$ cat config.mk
export PLATFORM = sky130hd
export DESIGN_NAME = lcd_mode_timing_stat_irq_top
export DESIGN_NICKNAME = d
export VERILOG_FILES = /design/src/design/lcdt_pkg.sv /design/src/design/lcdt_step.sv /design/src/design/lcd_mode_timing_stat_irq_top.sv
export SDC_FILE = /design/constraint.sdc
export NUM_CORES = 1
export LEC_CHECK = 0
export ABC_AREA = 1
export BUFFER_PORTS_ARGS = -buffer_cell sky130_fd_sc_hd__buf_2
export CAP_MARGIN = 0
export CORE_UTILIZATION = 53
export CTS_CLUSTER_SIZE = 28
export DETAILED_ROUTE_END_ITERATION = 10
export HOLD_SLACK_MARGIN = 0.06
export PLACE_DENSITY = 0.78
export SLEW_MARGIN = 20
export SYNTH_ARGS = -nofsm -noshare
export SYNTH_HDL_FRONTEND = slang
export SYNTH_HIERARCHICAL = 1
export SYNTH_SLANG_ARGS = --single-unit
$ cat constraint.sdc
create_clock -name clk -period 2.5 [get_ports clk]
set_clock_uncertainty 0.1 [all_clocks]
set_input_delay 0 -clock clk [delete_from_list [all_inputs] [get_ports clk]]
set_output_delay 0 -clock clk [all_outputs]
set_load 0.05 [all_outputs]
$ cat src/design/lcdt_pkg.sv
package lcdt_pkg;

  localparam logic [8:0] DOTS_PER_LINE     = 9'd456;
  localparam logic [8:0] OAM_END_DOT       = 9'd80;
  localparam logic [8:0] DRAW_END_DOT      = 9'd252;
  localparam logic [7:0] VBLANK_FIRST_LINE = 8'd144;
  localparam logic [7:0] LAST_LINE         = 8'd153;

  localparam logic [1:0] MODE_HBLANK = 2'd0;
  localparam logic [1:0] MODE_VBLANK = 2'd1;
  localparam logic [1:0] MODE_OAM    = 2'd2;
  localparam logic [1:0] MODE_DRAW   = 2'd3;

  localparam logic ACT_TICK    = 1'b0;
  localparam logic ACT_RECHECK = 1'b1;

  localparam int EN_HBLANK  = 0;
  localparam int EN_VBLANK  = 1;
  localparam int EN_OAM     = 2;
  localparam int EN_COMPARE = 3;

  typedef struct packed {
    logic [8:0] dot;
    logic [7:0] line;
    logic [1:0] mode;
    logic       irq_prev;
    logic       cmp;
  } lcdt_state_t;

  typedef struct packed {
    logic [7:0] line_count;
    logic [1:0] mode;
    logic       coincidence;
    logic       stat_irq;
    logic       vblank_irq;
    logic       draw_line;
  } lcdt_result_t;

  localparam lcdt_state_t STATE_RESET = '{
    dot: 9'd0, line: 8'd0, mode: MODE_OAM, irq_prev: 1'b0, cmp: 1'b0
  };

endpackage

$ cat src/design/lcdt_step.sv
module lcdt_step (
  input  lcdt_pkg::lcdt_state_t  state,
  input  logic                   action,
  input  logic                   lcd_enable,
  input  logic [3:0]             stat_enables,
  input  logic [7:0]             lyc,
  output lcdt_pkg::lcdt_state_t  state_nxt,
  output lcdt_pkg::lcdt_result_t result
);
  import lcdt_pkg::*;

  logic       eval;
  logic       vb_pulse;
  logic       draw_pulse;
  logic       stat_pulse;
  logic       cmp;
  logic       high;
  logic [8:0] dot_inc;
  logic [7:0] line_inc;
  lcdt_state_t nxt;

  assign dot_inc  = state.dot + 9'd1;
  assign line_inc = state.line + 8'd1;

  always_comb begin
    nxt        = state;
    eval       = 1'b0;
    vb_pulse   = 1'b0;
    draw_pulse = 1'b0;
    if (action == ACT_RECHECK) begin
      eval = lcd_enable;
    end else if (!lcd_enable) begin
      nxt.dot      = '0;
      nxt.line     = '0;
      nxt.mode     = MODE_HBLANK;
      nxt.irq_prev = 1'b0;
    end else begin
      nxt.dot = dot_inc;
      unique case (state.mode)
        MODE_HBLANK: begin
          if (dot_inc >= DOTS_PER_LINE) begin
            nxt.dot  = '0;
            nxt.line = line_inc;
            eval     = 1'b1;
            if (line_inc == VBLANK_FIRST_LINE) begin
              nxt.mode = MODE_VBLANK;
              vb_pulse = 1'b1;
            end else begin
              nxt.mode = MODE_OAM;
            end
          end
        end
        MODE_VBLANK: begin
          if (dot_inc >= DOTS_PER_LINE) begin
            nxt.dot  = '0;
            nxt.line = line_inc;
            eval     = 1'b1;
            if (line_inc > LAST_LINE) begin
              nxt.line = '0;
              nxt.mode = MODE_OAM;
            end
          end
        end
        MODE_OAM: begin
          if (dot_inc >= OAM_END_DOT) begin
            nxt.mode = MODE_DRAW;
            eval     = 1'b1;
          end
        end
        MODE_DRAW: begin
          if (dot_inc >= DRAW_END_DOT) begin
            nxt.mode   = MODE_HBLANK;
            draw_pulse = 1'b1;
            eval       = 1'b1;
          end
        end
      endcase
    end
  end

  // status line evaluated on the updated line and mode
  always_comb begin
    cmp  = (nxt.line == lyc);
    high = (stat_enables[EN_COMPARE] && cmp) ||
           (stat_enables[EN_OAM] && nxt.mode == MODE_OAM) ||
           (stat_enables[EN_VBLANK] && nxt.mode == MODE_VBLANK) ||
           (stat_enables[EN_HBLANK] && nxt.mode == MODE_HBLANK);
    stat_pulse = eval && high && !nxt.irq_prev;
    state_nxt  = nxt;
    if (eval) begin
      state_nxt.cmp      = cmp;
      state_nxt.irq_prev = high;
    end
  end

  always_comb begin
    result.line_count  = state_nxt.line;
    result.mode        = state_nxt.mode;
    result.coincidence = state_nxt.cmp;
    result.stat_irq    = stat_pulse;
    result.vblank_irq  = vb_pulse;
    result.draw_line   = draw_pulse;
  end

endmodule

$ cat src/design/lcd_mode_timing_stat_irq_top.sv
// an accepted item passes the input register, then the output register, on its way to out_tvalid
// throughput: one item per cycle while out_tready is high, set by the sequencer update
// an input register and an output register part the two sides, so one more
// item is taken while a result waits
// reset: synchronous active-low rst_n, line 0, dot 0, OAM scan, flags clear
module lcd_mode_timing_stat_irq_top (
  input  logic        clk,
  input  logic        rst_n,
  input  logic        in_tvalid,
  output logic        in_tready,
  input  logic [15:0] in_tdata,   // lcd_enable, stat_enables[3:0], lyc[7:0], zero pad
  input  logic        in_tuser,   // action
  output logic        out_tvalid,
  input  logic        out_tready,
  output logic [15:0] out_tdata   // line_count[7:0], mode[1:0], coincidence,
                                  // stat_irq, vblank_irq, draw_line, zero pad
);
  import lcdt_pkg::*;

  logic         in_valid_r;
  logic         act_r;
  logic         en_r;
  logic [3:0]   enables_r;
  logic [7:0]   lyc_r;
  lcdt_state_t  state_r;
  lcdt_state_t  state_nxt;
  lcdt_result_t res_nxt;
  lcdt_result_t res_r;
  logic         out_valid_r;
  logic         advance;
  logic         in_fire;

  assign advance   = in_valid_r && (!out_valid_r || out_tready);
  assign in_tready = !in_valid_r || !out_valid_r || out_tready;
  assign in_fire   = in_tvalid && in_tready;

  lcdt_step u_step (
    .state        (state_r),
    .action       (act_r),
    .lcd_enable   (en_r),
    .stat_enables (enables_r),
    .lyc          (lyc_r),
    .state_nxt    (state_nxt),
    .result       (res_nxt)
  );

  always_ff @(posedge clk) begin
    if (!rst_n) begin
      in_valid_r  <= 1'b0;
      out_valid_r <= 1'b0;
      state_r     <= STATE_RESET;
    end else begin
      if (in_fire) begin
        in_valid_r <= 1'b1;
      end else if (advance) begin
        in_valid_r <= 1'b0;
      end
      if (advance) begin
        out_valid_r <= 1'b1;
        state_r     <= state_nxt;
      end else if (out_tready) begin
        out_valid_r <= 1'b0;
      end
    end
  end

  always_ff @(posedge clk) begin
    if (in_fire) begin
      act_r     <= in_tuser;
      en_r      <= in_tdata[0];
      enables_r <= in_tdata[4:1];
      lyc_r     <= in_tdata[12:5];
    end
    if (advance) begin
      res_r <= res_nxt;
    end
  end

  assign out_tvalid = out_valid_r;
  assign out_tdata  = {2'b00, res_r.draw_line, res_r.vblank_irq, res_r.stat_irq,
                       res_r.coincidence, res_r.mode, res_r.line_count};

  a_vblank_line: assert property (@(posedge clk) disable iff (!rst_n)
    (out_valid_r && res_r.vblank_irq) |->
      (res_r.line_count == VBLANK_FIRST_LINE && res_r.mode == MODE_VBLANK))
    else $error("vblank request off its line");

  a_draw_mode: assert property (@(posedge clk) disable iff (!rst_n)
    (out_valid_r && res_r.draw_line) |-> (res_r.mode == MODE_HBLANK))
    else $error("draw pulse without hblank entry");

  a_visible_modes: assert property (@(posedge clk) disable iff (!rst_n)
    (state_r.mode == MODE_DRAW || state_r.mode == MODE_OAM) |->
      (state_r.line < VBLANK_FIRST_LINE))
    else $error("drawing mode during vblank lines");

  a_state_hold: assert property (@(posedge clk) disable iff (!rst_n)
    !advance |=> $stable(state_r))
    else $error("sequencer state moved without an item");

endmodule
After elaboration in Yosys (flattened, before gate mapping)
Cells that the tools add are included.

word-level totals
  register bits = 51
  bits of input ports = 21
  word-level logic and storage cells = 83

operators by class
  add/subtract/negate cells = 2
  order comparisons = 4
  eq/ne operators = 7
  multiplexer cells = 23
  bitwise gates (word level) = 5
  reductions and logical operators = 25

operators with widths
  cell                                                                                 number
  19-bit two-way mux                                                                   3
  17-bit one-hot mux with 2 select lines                                               1
  1-bit two-way mux                                                                    11
  11-bit two-way mux                                                                   1
  10-bit two-way mux                                                                   1
  9-bit by 1-bit adder with 9-bit output, second input constant                        1
  9-bit by 7-bit greater-or-equal comparator with 1-bit output, second input constant  1
  9-bit by 8-bit greater-or-equal comparator with 1-bit output, second input constant  1
  9-bit greater-or-equal comparator, second input constant                             1
  8-bit by 1-bit adder with 8-bit output, second input constant                        1
  8-bit == test                                                                        1
  8-bit == test, second input constant                                                 1
  8-bit greater-than comparator, second input constant                                 1
  1-bit logical AND                                                                    8
  2-bit two-way mux                                                                    4
  2-bit one-hot mux with 4 select lines                                                1
  2-bit == test, second input constant                                                 3
  1-bit logical OR                                                                     6
  1-bit inverter                                                                       5
  2-bit by 1-bit == test with 1-bit output, second input constant                      2
  2-bit zero test                                                                      2
  2-bit nonzero test                                                                   2
  4-bit OR reduction                                                                   1
  1-bit zero test                                                                      3
  other kinds (4)                                                                      4

Logic depth before layout (Yosys ltp)
Gate-level depths: netlist of the first run.

  depth after elaboration = 14
  gate-level depth with buffers = 25
  depth with buffers taken out = 24

Modules after synthesis
The synthesis of the first run kept the hierarchy.

by module, submodules not included
  module                        instances  cells each  area an instance (um2)  seq. area each (um2)
  lcd_mode_timing_stat_irq_top  1          178         1915.6                  1301.2
  lcdt_step                     1          311         1487.7                  0.0

Least setup slack after synthesis of the first run
OpenSTA, ideal clock, no wires.

  path type = flip-flop to flip-flop
  start = register state_r[12] (netlist name)
  end = register state_r[0] (netlist name)
  library setup time = 0.115 ns
  data arrival time = 2.343 ns
  slack = -0.058 ns
  stages on the path, launching flop included = 24
  path buffers = 2
  period minus slack after synthesis = 2.558 ns
  path through = dfxtp_1 -> ha_1 -> nand2_2 -> nor2_1 -> nor2_1 -> nor2_2 -> nand2_1 -> nand2_2 -> nand2_4 -> buf_6 -> a21oi_1 -> nand2_1 -> nand2_1 -> nand2_1 -> nand2_1 -> nand2_1 -> nand2_1 -> nor2_2 -> a22o_1 -> buf_4 -> inv_1 -> nand3_1 -> nand2_1 -> nor2_1

RTL lines
  element                   RTL line                            source
  start: declaration        lcd_mode_timing_stat_irq_top.sv:25  lcdt_state_t state_r;
  start signal: assignment  lcd_mode_timing_stat_irq_top.sv:60  state_r <= state_nxt;

==> results of run 1 <==
-- logic make-up (layout without fill, tap and decap cells) --
kind of cell / Yosys count / after routing
AND/OR/NAND/NOR: 276 / 278
buffers and inverters: 96 / 189
AO/OA/AOI/OAI: 59 / 59
flip-flops: 51 / 51
adder cells (fa/ha/maj): 5 / 5
other: 1 / 2
XOR/XNOR: 1 / 1
-- area by class of cell --
type | count | area share
Clock buffer | 6 | 0.0158
Clock inverter | 2 | 0.00354
Inverter | 62 | 0.0507
Multi-Input combinational cell | 345 | 0.424
Sequential cell | 51 | 0.292
Tap cell | 75 | 0.0204
Timing Repair Buffer | 119 | 0.194
-- registers in the layout (all words and copies together) (netlist names) --
signal,cells
in_valid_r,1
en_r,1
act_r,1
enables_r,4
out_tdata,14
out_tvalid,1
lyc_r,8
state_r,21
-- stage by stage --
stage	setup slack [ns]	cell area, um^2
3_3_place_gp	-0.116	3770
4_1_cts	-0.0696	4410
3_5_place_dp	-0.240	3770
6_report	-0.283	4590
5_1_grt	-0.358	4590
2_1_floorplan	0.0255	3410
-- cells in the mapped netlist, types with 3 or more instances --
master,number,area share
clkbuf_1,3,0.0033
buf_2,4,0.0059
o21ai_1,4,0.0059
ha_1,5,0.018
o22ai_1,6,0.011
buf_4,20,0.044
o21ai_0,6,0.0088
nand3_1,51,0.075
dfxtp_1,23,0.14
buf_6,5,0.017
nand4_1,4,0.0074
a21oi_1,39,0.057
inv_1,58,0.064
nand3b_1,5,0.011
nor2_1,50,0.055
nor3_1,3,0.0044
nor2_2,8,0.015
edfxtp_1,28,0.25
nand2_2,7,0.013
nand2_1,141,0.16
-- worst reg2reg max path, cell delays in order (launching register included) --
cell,delay [ns]
dfxtp_2,0.45
nand2_1,0.12
nor2_2,0.16
nand2_1,0.14
nand2_1,0.15
nand2_1,0.10
nor2_2,0.15
nor2_4,0.07
nand3_4,0.11
nand3_1,0.09
nand2_1,0.09
nand2_1,0.07
nand2_1,0.09
nand2_1,0.06
nand2_1,0.08
nand2_2,0.08
nor2_4,0.15
a22o_1,0.17
inv_1,0.05
nand3_1,0.07
nand2_1,0.07
nor2_1,0.09
-- how the worst max path moves through the flow --
| stage | from | end | slack, ns | cells past startpoint |
|---|---|---|---|---|
| CTS | state_r[13] | state_r[0] | -0.07 | 23 |
| finish | state_r[6] | state_r[0] | -0.28 | 21 |
| floorplan | state_r[12] | state_r[0] | 0.03 | 23 |
| global placement | state_r[4] | state_r[1] | -0.12 | 22 |
| detailed placement | state_r[5] | state_r[0] | -0.24 | 20 |
| global route | state_r[5] | state_r[0] | -0.36 | 22 |
-- metal layers --
metal | wire length, um | track usage | part of all wire
met1 | 4120 | 0.382 | 0.37
met2 | 5400 | 0.559 | 0.48
met3 | 1080 | 0.0538 | 0.095
met4 | 690 | 0.151 | 0.061
met5 | 0 | 0 | 0
-- cells in the final DEF (no fill, tap or decap), types with 3 or more instances in the layout --
master | synthesis | routed
a21oi_1 | 39 | 36
a21oi_2 | 2 | 4
buf_2 | 4 | 33
buf_4 | 20 | 61
buf_6 | 5 | 5
clkbuf_8 | 2 | 5
dfxtp_1 | 23 | 10
dfxtp_2 | 0 | 4
dfxtp_4 | 0 | 9
dlygate4sd3_1 | 0 | 19
edfxtp_1 | 28 | 28
ha_4 | 0 | 3
inv_1 | 58 | 54
inv_2 | 2 | 6
nand2_1 | 141 | 115
nand2_2 | 7 | 30
nand2_4 | 2 | 5
nand3_1 | 51 | 41
nand3_2 | 2 | 7
nand3_4 | 0 | 6
nand3b_1 | 5 | 5
nand4_1 | 4 | 4
nor2_1 | 50 | 39
nor2_2 | 8 | 10
nor2_4 | 1 | 10
nor3_1 | 3 | 3
o21ai_0 | 6 | 6
o22ai_1 | 6 | 6
-- what timing repair did --
action / CTS / global route
pin swaps: 31 / 28
setup endpoints to repair: 4 / 7
gates resized for setup: 67 / 39
endpoints found under the hold margin: 39 / 11
buffers inserted: 13 / 5
hold buffers: 17 / 2
gates cloned: 2 / 0
-- power by group --
group	switching, mW	internal [mW]
sequential	0.0520	0.938
clock	0.312	0.202
combinational	0.335	0.217
==> impl_results.md, run 1 <==
* Status: finished with violations
* Failing checks: negative hold slack, negative setup slack
* Post-Syn Area per Cell at ~7.0 um^2
* Pwr Density at 447 nW/um^2
* Simple-Gate Fraction of Synth Area at 0.357
* HP Class: in -> reg
* FF-to-FF Start: state_r[6]
* Leak at 1.99 nW
* Post-synth EDFFs at 28
* Wire per inst at 17.1 um
* Count of cell types in the netlist at 33
* Fraction of the mapped netlist area in compound gates at 0.0926
* Final HPWL DP at 5.75 mm
* Chip height at 82.1 um
* Critical path buffers and inverters at 1
* Finished Core Util at 0.758
* Initial Util at 0.562
* Netlist Area Pre-Place at around 3400 um^2
* Post-route insts no fill at 660
* Max incr delay on CP at 0.45 ns
* # DRC at 0
* Max cap viols at 0
* Worst-path cell chain: nand2_1 -> nor2_2 -> nand2_1 -> nand2_1 -> nand2_1 -> nor2_2 -> nor2_4 -> nand3_4 -> nand3_1 -> nand2_1 -> nand2_1 -> nand2_1 -> nand2_1 -> nand2_1 -> nand2_2 -> nor2_4 -> a22o_1 -> inv_1 -> nand3_1 -> nand2_1 -> nor2_1
* Pin count of the biggest net entering global routing at 43
* Mapped Cells at 489
* Hold Slack at -0.0361 ns
* Required @ worst endpoint at between 2 and 3 ns
* Hold Violations, Final at 8
* Initial antenna violation count at 0
* Die ar. at 6750 um^2
* Max Slew Vio Count at 0
* Tot GR Track Use at 0.320
* Register bit total from synthesis at 51
* Clock Latency Late Sink at between 0.3 and 0.4 ns
* First drt pass iteration count at 5
* Share of cells above drive strength 1 at 0.352
* Routed vias/inst at 5.88
* Crit-path slowest cell: dfxtp_2
* Min-Delay Endpoint: state_r[17]
* Multiplexer share of the synthesized area at 0
* Slew @ Worst Pin at 0.599 ns
* Worst setup EP type: register
* CP Launch Type: register
* Type of the worst setup path: reg -> reg
* Root buffer cell: clkbuf_8
* # diodes at 0
* Xor/xnor share of the synthesized area at 0.00257
* Worst-path fanout max at 7
* Worst vdd ir at 0.000457 V
* Core footprint at 6060 um^2
* CTS H-Tree Depth at 2
* RSZ-0062 raised after global routing: true
* Reg2Reg Setup Slack at -0.28 ns
* Synth Area in Adders at 0.0184
* Final number of setup-violating endpoints at 6
* Yosys warns at 6
* Num CTS Buffers at 5
* CP dominant cell by count: nand2_1
* Largest delay contributor family on the critical path: simple AND/OR/NAND/NOR gates
* Register area share after synthesis at 0.382
* Vias at 3878
* Vias in the first global route at 3561
* Area of the multi-input gates at 1950 um^2
* Detailed Route WL at 11.3 mm
* Nets@finish at 610
* Tmin final at 2.78 ns
* Fill cell count at 382
* Clk sink count at between 50 and 60
* First-pass GRT wire length at between 15 and 20 mm
* PortBufs at 33
* Iter 0 DRT Violations at 640
* Worst-path clk slew at 0.10 ns
* Routability Congestion at 0.867
* Final ANT Viol Nets at 0
* Reg2reg end: state_r[0]
* Synth async-reset ratio at 0
* Pwr Total at 2.06 mW
* Crit path DAT at 2.94 ns
* GRT overflow at 0
* HP Start: rst_n
* Rel. slew slack at 0.599
* FMAX at 359 MHz
* Sequential Area at 1340 um^2
* Die Wd at 82.1 um
* # rows at 28
* Setup TNS at -1.11 ns
* Dominant synthesized flop cell: edfxtp_1
* Tcrit/Tclk final at 1.11
* Dpl cells at 613
* Synth-to-Final Area Change at 35.0%
* CTS tree: done
* Final worst slack at -0.283 ns
* Largest family of logic cells by synthesized area: simple AND/OR/NAND/NOR gates
* I/O pin count at 39
* Clock tree buffer depth at 2
* Cell depth of the worst flop-to-flop path at 21
* Worst hold stages at 3
No activity file was read; power rests on OpenSTA's default activity.
==> inputs of run 2 (changes only) <==
--- a/config.mk
+++ b/config.mk
@@ -18,3 +18,4 @@
 export SYNTH_HDL_FRONTEND = slang
 export SYNTH_HIERARCHICAL = 1
 export SYNTH_SLANG_ARGS = --single-unit
+export TNS_END_PERCENT = 20
==> impl_results.md, run 2 (synthesis results as in run 1) <==
* Status: finished with violations
* Failing checks: negative hold slack, negative setup slack
* CTS H-Tree Depth at 2 (unchanged)
* Hold-fix buffers, CTS at 19 (+2)
* Root buffer cell: clkbuf_8
* Reg2Reg Setup Slack at -0.22 ns (+0.06 ns)
* Leak at 1.92 nW (-3.8%)
* Type of the worst setup path: reg -> reg
* Max cap viols at 0 (unchanged)
* Reg2reg end: state_r[0]
* Hold Slack at -0.142 ns (-0.106 ns)
* Die ar. at 6750 um^2 (unchanged)
* HP Class: in -> reg
* Worst-path fanout max at 8 (+1)
* First drt pass iteration count at 5 (unchanged)
* Setup TNS at -0.684 ns (+0.421 ns)
* Commonest cells after routing, fill and taps aside: nand2_1 (118), buf_4 (57), inv_1 (56)
* Wire per inst at 14.9 um (-13%)
* Routed vias/inst at 5.49 (-6.6%)
* Tot GR Track Use at 0.294 (-0.0263)
* CTS tree: done
* Rel. slew slack at 0.405 (-0.194)
* Pwr Density at 449 nW/um^2 (+0.37%)
* Finished Core Util at 0.737 (-0.0209)
* Min-Delay Endpoint: state_r[7]
* I/O pin count at 39 (unchanged)
* # rows at 28 (unchanged)
* Final number of setup-violating endpoints at 4 (-2)
* Area of the multi-input gates at 1910 um^2 (-2.0%)
* Fill cell count at 434 (+14%)
* Tmin final at 2.72 ns (-0.0620 ns)
* HP Start: rst_n
* Required @ worst endpoint at 2.61 ns (-0.05 ns)
* Final ANT Viol Nets at 0 (unchanged)
* Share of cells above drive strength 1 at 0.323 (-0.0292)
* Num CTS Buffers at 5 (unchanged)
* GRT overflow at 0 (unchanged)
* Area after DPL at 3770 um^2 (unchanged)
* Pin count of the biggest net entering global routing at 43 (unchanged)
* PortBufs at 33 (unchanged)
* Post-route insts no fill at 651 (-1.4%)
* Tcrit/Tclk final at 1.09 (-0.0248)
* Detailed Route WL at 9.71 mm (-14%)
* RSZ-0062 raised after global routing: true
* Worst-path clk slew at 0.10 ns (about the same)
* Max reg flops at 21 (unchanged)
* Final HPWL DP at 5.75 mm (unchanged)
* Crit path DAT at 2.83 ns (-0.11 ns)
* FMAX at 367 MHz (+2.3%)
* Clock tree buffer depth at 2 (unchanged)
* Worst setup EP type: register
* Final Cell Area at 4470 um^2 (-2.8%)
* Iter 0 DRT Violations at 327 (-49%)
* Nets@finish at 601 (-1.5%)
* CP startpoint: state_r[17]
* Initial Util at 0.562 (unchanged)
* # diodes at 0 (unchanged)
* Final worst slack at -0.221 ns (+0.0620 ns)
* Vias at 3574 (-7.8%)
* Die Wd at 82.1 um (unchanged)
* First-pass GRT wire length at 14.8 mm (-8.2%)
* FF-to-FF Start: state_r[17]
* Vias in the first global route at 3274 (-8.1%)
* Slew @ Worst Pin at 0.889 ns (+0.290 ns)
* Core footprint at 6060 um^2 (unchanged)
* # DRC at 0 (unchanged)
* Clk sink count at 51 (unchanged)
* Routability Congestion at 0.867 (unchanged)
* Cell depth of the worst flop-to-flop path at 20 (-4.8%)
* Dpl cells at 613 (unchanged)
* CP Launch Type: register
* Most common cell after layout, fill and taps aside: nand2_1
* Max Slew Vio Count at 0 (unchanged)
* Clock Latency Late Sink at 0.31 ns (about the same)
* Initial antenna violation count at 0 (unchanged)
* Chip height at 82.1 um (unchanged)
* Hold Violations, Final at 2 (-6)
* Worst hold stages at 3 (unchanged)
* Most flops, register: state_r
* Sequential Area at 1340 um^2 (about the same)
* Worst vdd ir at 0.000423 V (-7.4%)
* Synth-to-Final Area Change at 31.3%
-- run 2: timing repair --
| item | in CTS | in global routing |
|---|---|---|
| setup buffers | 3 | 6 |
| gates cloned | 1 | 1 |
| endpoints found under the setup margin | 4 | 4 |
| pin swaps | 21 | 31 |
| resized for setup | 49 | 40 |
| hold endpoints to repair | 39 | 2 |
-- run 2: layer usage --
layer,vias up,GRT usage,share of wire
met5,-,0,0
met4,0,0.133,0.031
met3,27,0.0505,0.076
met2,195,0.502,0.50
met1,1628,0.362,0.40
li1,1724,-,-
-- run 2: through the flow --
stage | setup slack (ns) | total power, mW
after global placement | -0.116 | 1.41
after CTS | -0.0600 | 1.96
final | -0.221 | 2.01
after global routing | -0.322 | 2.09
after detailed placement | -0.240 | 1.42
after floorplan | 0.0255 | 1.31
-- run 2: worst max-delay path, cell delays in order, from the launching register on --
cell and delay, ns:
dfxtp_4 0.40, nand3_1 0.19, nor2_4 0.17, nor2_1 0.06
nor2_2 0.13, nand2_1 0.10, nand2_4 0.14, nand2_8 0.10
a21oi_1 0.20, nand2_1 0.09, nand2_2 0.08, nand2_2 0.08
nand2_2 0.08, nand2_2 0.06, nand2_2 0.07, nor2_4 0.05
a22o_1 0.21, inv_1 0.07, nand3_1 0.07, nand2_1 0.11
nor2_1 0.04
-- run 2: how the worst max path moves through the flow --
stage,end,cells past startpoint
2_1_floorplan,state_r[0],23
3_5_place_dp,state_r[0],20
5_1_grt,state_r[0],20
6_report,state_r[0],20
3_3_place_gp,state_r[1],22
4_1_cts,state_r[0],22
-- run 2: where the power goes --
group / internal, mW / total (mW) / switching, mW
Clock: 0.202 / 0.501 / 0.299
Combinational: 0.206 / 0.521 / 0.314
Sequential: 0.937 / 0.985 / 0.0480
-- run 2: area by class of cell --
type | count | area share
multi-input cells | 345 | 0.428
flip-flops and latches | 51 | 0.300
repair buffers | 110 | 0.180
inverters | 62 | 0.0521
well taps | 75 | 0.0210
clock buffers | 6 | 0.0162
clock inverters | 2 | 0.00364
==> inputs of run 3 (changes only) <==
--- a/config.mk
+++ b/config.mk
@@ -8,8 +8,8 @@
 export ABC_AREA = 1
 export BUFFER_PORTS_ARGS = -buffer_cell sky130_fd_sc_hd__buf_2
 export CAP_MARGIN = 0
-export CORE_UTILIZATION = 53
-export CTS_CLUSTER_SIZE = 28
+export CORE_UTILIZATION = 55
+export CTS_CLUSTER_SIZE = 25
 export DETAILED_ROUTE_END_ITERATION = 10
 export HOLD_SLACK_MARGIN = 0.06
 export PLACE_DENSITY = 0.78
==> constraint.sdc (replaced) <==
create_clock -name clk -period 3.4 [get_ports clk]
set_clock_uncertainty 0.1 [all_clocks]
set_input_delay 0 -clock clk [delete_from_list [all_inputs] [get_ports clk]]
set_output_delay 0 -clock clk [all_outputs]
set_load 0.05 [all_outputs]
==> impl_results.md, run 3 (synthesis results as in run 1) <==
* Required @ worst endpoint at 3.54 ns (+0.93 ns)
* Wire per inst at 13.2 um (-12%)
* GRT overflow at 0 (unchanged)
* Cell depth of the worst flop-to-flop path at 22 (+10%)
* Chip height at 80.7 um (-1.8%)
* Detailed Route WL at 7.80 mm (-20%)
* Die ar. at 6510 um^2 (-3.5%)
* Metal-1 WL at 3.49 mm (-9.4%)
* Worst setup EP type: register
* Slew @ Worst Pin at 0.714 ns (-0.175 ns)
* Nets@finish at 541 (-10%)
* Reg2Reg Setup Slack at 0.37 ns (+0.59 ns)
* Rel. slew slack at 0.522 (+0.116)
* Clock tree buffer depth at 2 (unchanged)
* Root buffer cell: clkbuf_8
* Tot GR Track Use at 0.259 (-0.0352)
* CP Launch Type: register
* CTS tree: done
* HP Start: out_tready
* CTS H-Tree Depth at 2 (unchanged)
* FMAX at 330 MHz (-10%)
* Initial antenna violation count at 0 (unchanged)
* Area of the multi-input gates at 1610 um^2 (-16%)
* Routability Congestion at 0.859 (-0.95%)
* Commonest cells after routing, fill and taps aside: nand2_1 (141), inv_1 (58), nand3_1 (51)
* # diodes at 0 (unchanged)
* HP Class: in -> reg
* Num CTS Buffers at 5 (unchanged)
* Most flops, register: state_r
* Sequential Area at 1300 um^2 (-2.7%)
* Iter 0 DRT Violations at 337 (+3.1%)
* Final number of setup-violating endpoints at 0 (-4)
* First drt pass iteration count at 5 (unchanged)
* Clock Latency Late Sink at 0.31 ns (about the same)
* Pwr Density at 388 nW/um^2 (-14%)
* Final worst slack at 0.367 ns (+0.588 ns)
* Min-Delay Endpoint: enables_r[2]
* Setup TNS at 0 ns (+0.684 ns)
* Initial Util at 0.571 (+0.00991)
* Max reg flops at 21 (unchanged)
* Routed vias/inst at 5.41 (-1.5%)
* Synth-to-Final Area Change at 8.68%
* FF-to-FF Start: state_r[4]
* Tmin final at 3.03 ns (+0.312 ns)
* Clk sink count at 51 (unchanged)
* Share of cells above drive strength 1 at 0.132 (-0.191)
* Worst hold stages at 3 (unchanged)
* Tcrit/Tclk final at 0.892 (-0.196)
* # DRC at 0 (unchanged)
* Type of the worst setup path: reg -> reg
* # rows at 28 (unchanged)
* Reg2reg end: state_r[0]
* Met3 WL at 397 um (-46%)
* Dpl cells at 566 (-7.7%)
* Worst-path clk slew at 0.10 ns (about the same)
* RSZ-0062 raised after global routing: false
* Die Wd at 80.7 um (-1.8%)
* Hold Violations, Final at 0 (-2)
* Status: finished, final reports clean
* Vias at 3195 (-11%)
* Worst vdd ir at 0.000275 V (-35%)
* Final HPWL DP at 4.84 mm (-16%)
* Max cap viols at 0 (unchanged)
* First-pass GRT wire length at 12.9 mm (-13%)
* Leak at 1.62 nW (-16%)
* Core footprint at 5960 um^2 (-1.7%)
* Crit path DAT at 3.17 ns (+0.34 ns)
* Most common cell after layout, fill and taps aside: nand2_1
* PortBufs at 33 (unchanged)
* Pwr Total at 1.44 mW (-28%)
* Finished Core Util at 0.621 (-0.116)
* Final ANT Viol Nets at 0 (unchanged)
* I/O pin count at 39 (unchanged)
* DR WL met2 at 3.78 mm (-22%)
* Vias in the first global route at 2879 (-12%)
* Max Slew Vio Count at 0 (unchanged)
* Worst-path fanout max at 9 (+1)
* Pin count of the biggest net entering global routing at 44 (+2.3%)
* Top sig layer: met4
* Fill cell count at 552 (+27%)
* Placement Setup Slack at 0.445 ns (+0.684 ns)
* Post-route insts no fill at 591 (-9.2%)
run 3: cell types whose count changed in the layout (fill, tap and decap cells not counted), moves of 5 or more:
cell and change:
nand2_2 -20, nand3_4 -5, nor2_4 -10, nand3_1 +7, nand2_1 +23, dfxtp_1 +11
dfxtp_4 -9, nor2_1 +10, buf_4 -55
run 3: power breakdown:
part / total, mW / internal [mW] / switching (mW) / leakage [nW]
Sequential: 0.731 / 0.690 / 0.0410 / 0.462
Clock: 0.431 / 0.220 / 0.212 / 0.0562
Combinational: 0.272 / 0.0931 / 0.179 / 1.10
Total: 1.44 / 1.00 / 0.432 / 1.62
run 3: how the worst max path moves through the flow:
stage | startpoint | end | slack (ns)
4_1_cts | state_r[5] | state_r[0] | 0.40
5_1_grt | state_r[4] | state_r[0] | 0.03
6_report | state_r[4] | state_r[0] | 0.37
3_3_place_gp | state_r[5] | state_r[0] | 0.58
2_1_floorplan | state_r[12] | state_r[0] | 0.84
3_5_place_dp | state_r[5] | state_r[0] | 0.44
run 3: what timing repair did:
action	in CTS	in global routing
hold buffers	17	0
setup endpoints to repair	0	1
setup buffers	0	0
resized for setup	0	1
hold endpoints to repair	35	0
run 3: cell type report:
| class | count | area share |
|---|---|---|
| tap | 75 | 0.0254 |
| clock inverter | 3 | 0.0115 |
| multi-input combinational | 343 | 0.435 |
| timing repair buffer | 52 | 0.0947 |
| inverter | 62 | 0.0629 |
| sequential | 51 | 0.352 |
| clock buffer | 5 | 0.0186 |
run 3: layer usage:
layer,vias up,GRT usage
li1,1600,-
met1,1470,0.327
met2,111,0.447
met3,14,0.0375
met4,0,0.0911
met5,-,0
run 3: critical path, cell delays in order, from the launching register on:
cell and delay, ns:
dfxtp_1 0.44, ha_1 0.28, nand3_1 0.13, nor2_1 0.16
nand2_1 0.07, nand2_1 0.12, nand2_1 0.06, nor2_1 0.16
nor2_2 0.07, nand3_2 0.17, nand2_1 0.10, nand2_1 0.07
nand2_1 0.08, nand2_1 0.13, nand2_1 0.06, nand2_1 0.06
nand2_1 0.07, nor2_2 0.18, a22o_1 0.18, inv_1 0.05
nand3_1 0.07, nand2_1 0.06, nor2_1 0.10
run 3: through the flow:
stage          instance area, um^2  hold WS (ns)
4_1_cts                       3700         0.213
3_3_place_gp                  3420        0.0768
3_5_place_dp                  3420        0.0785
2_1_floorplan                 3410      -0.00113
6_report                      3700         0.232
5_1_grt                       3700         0.284
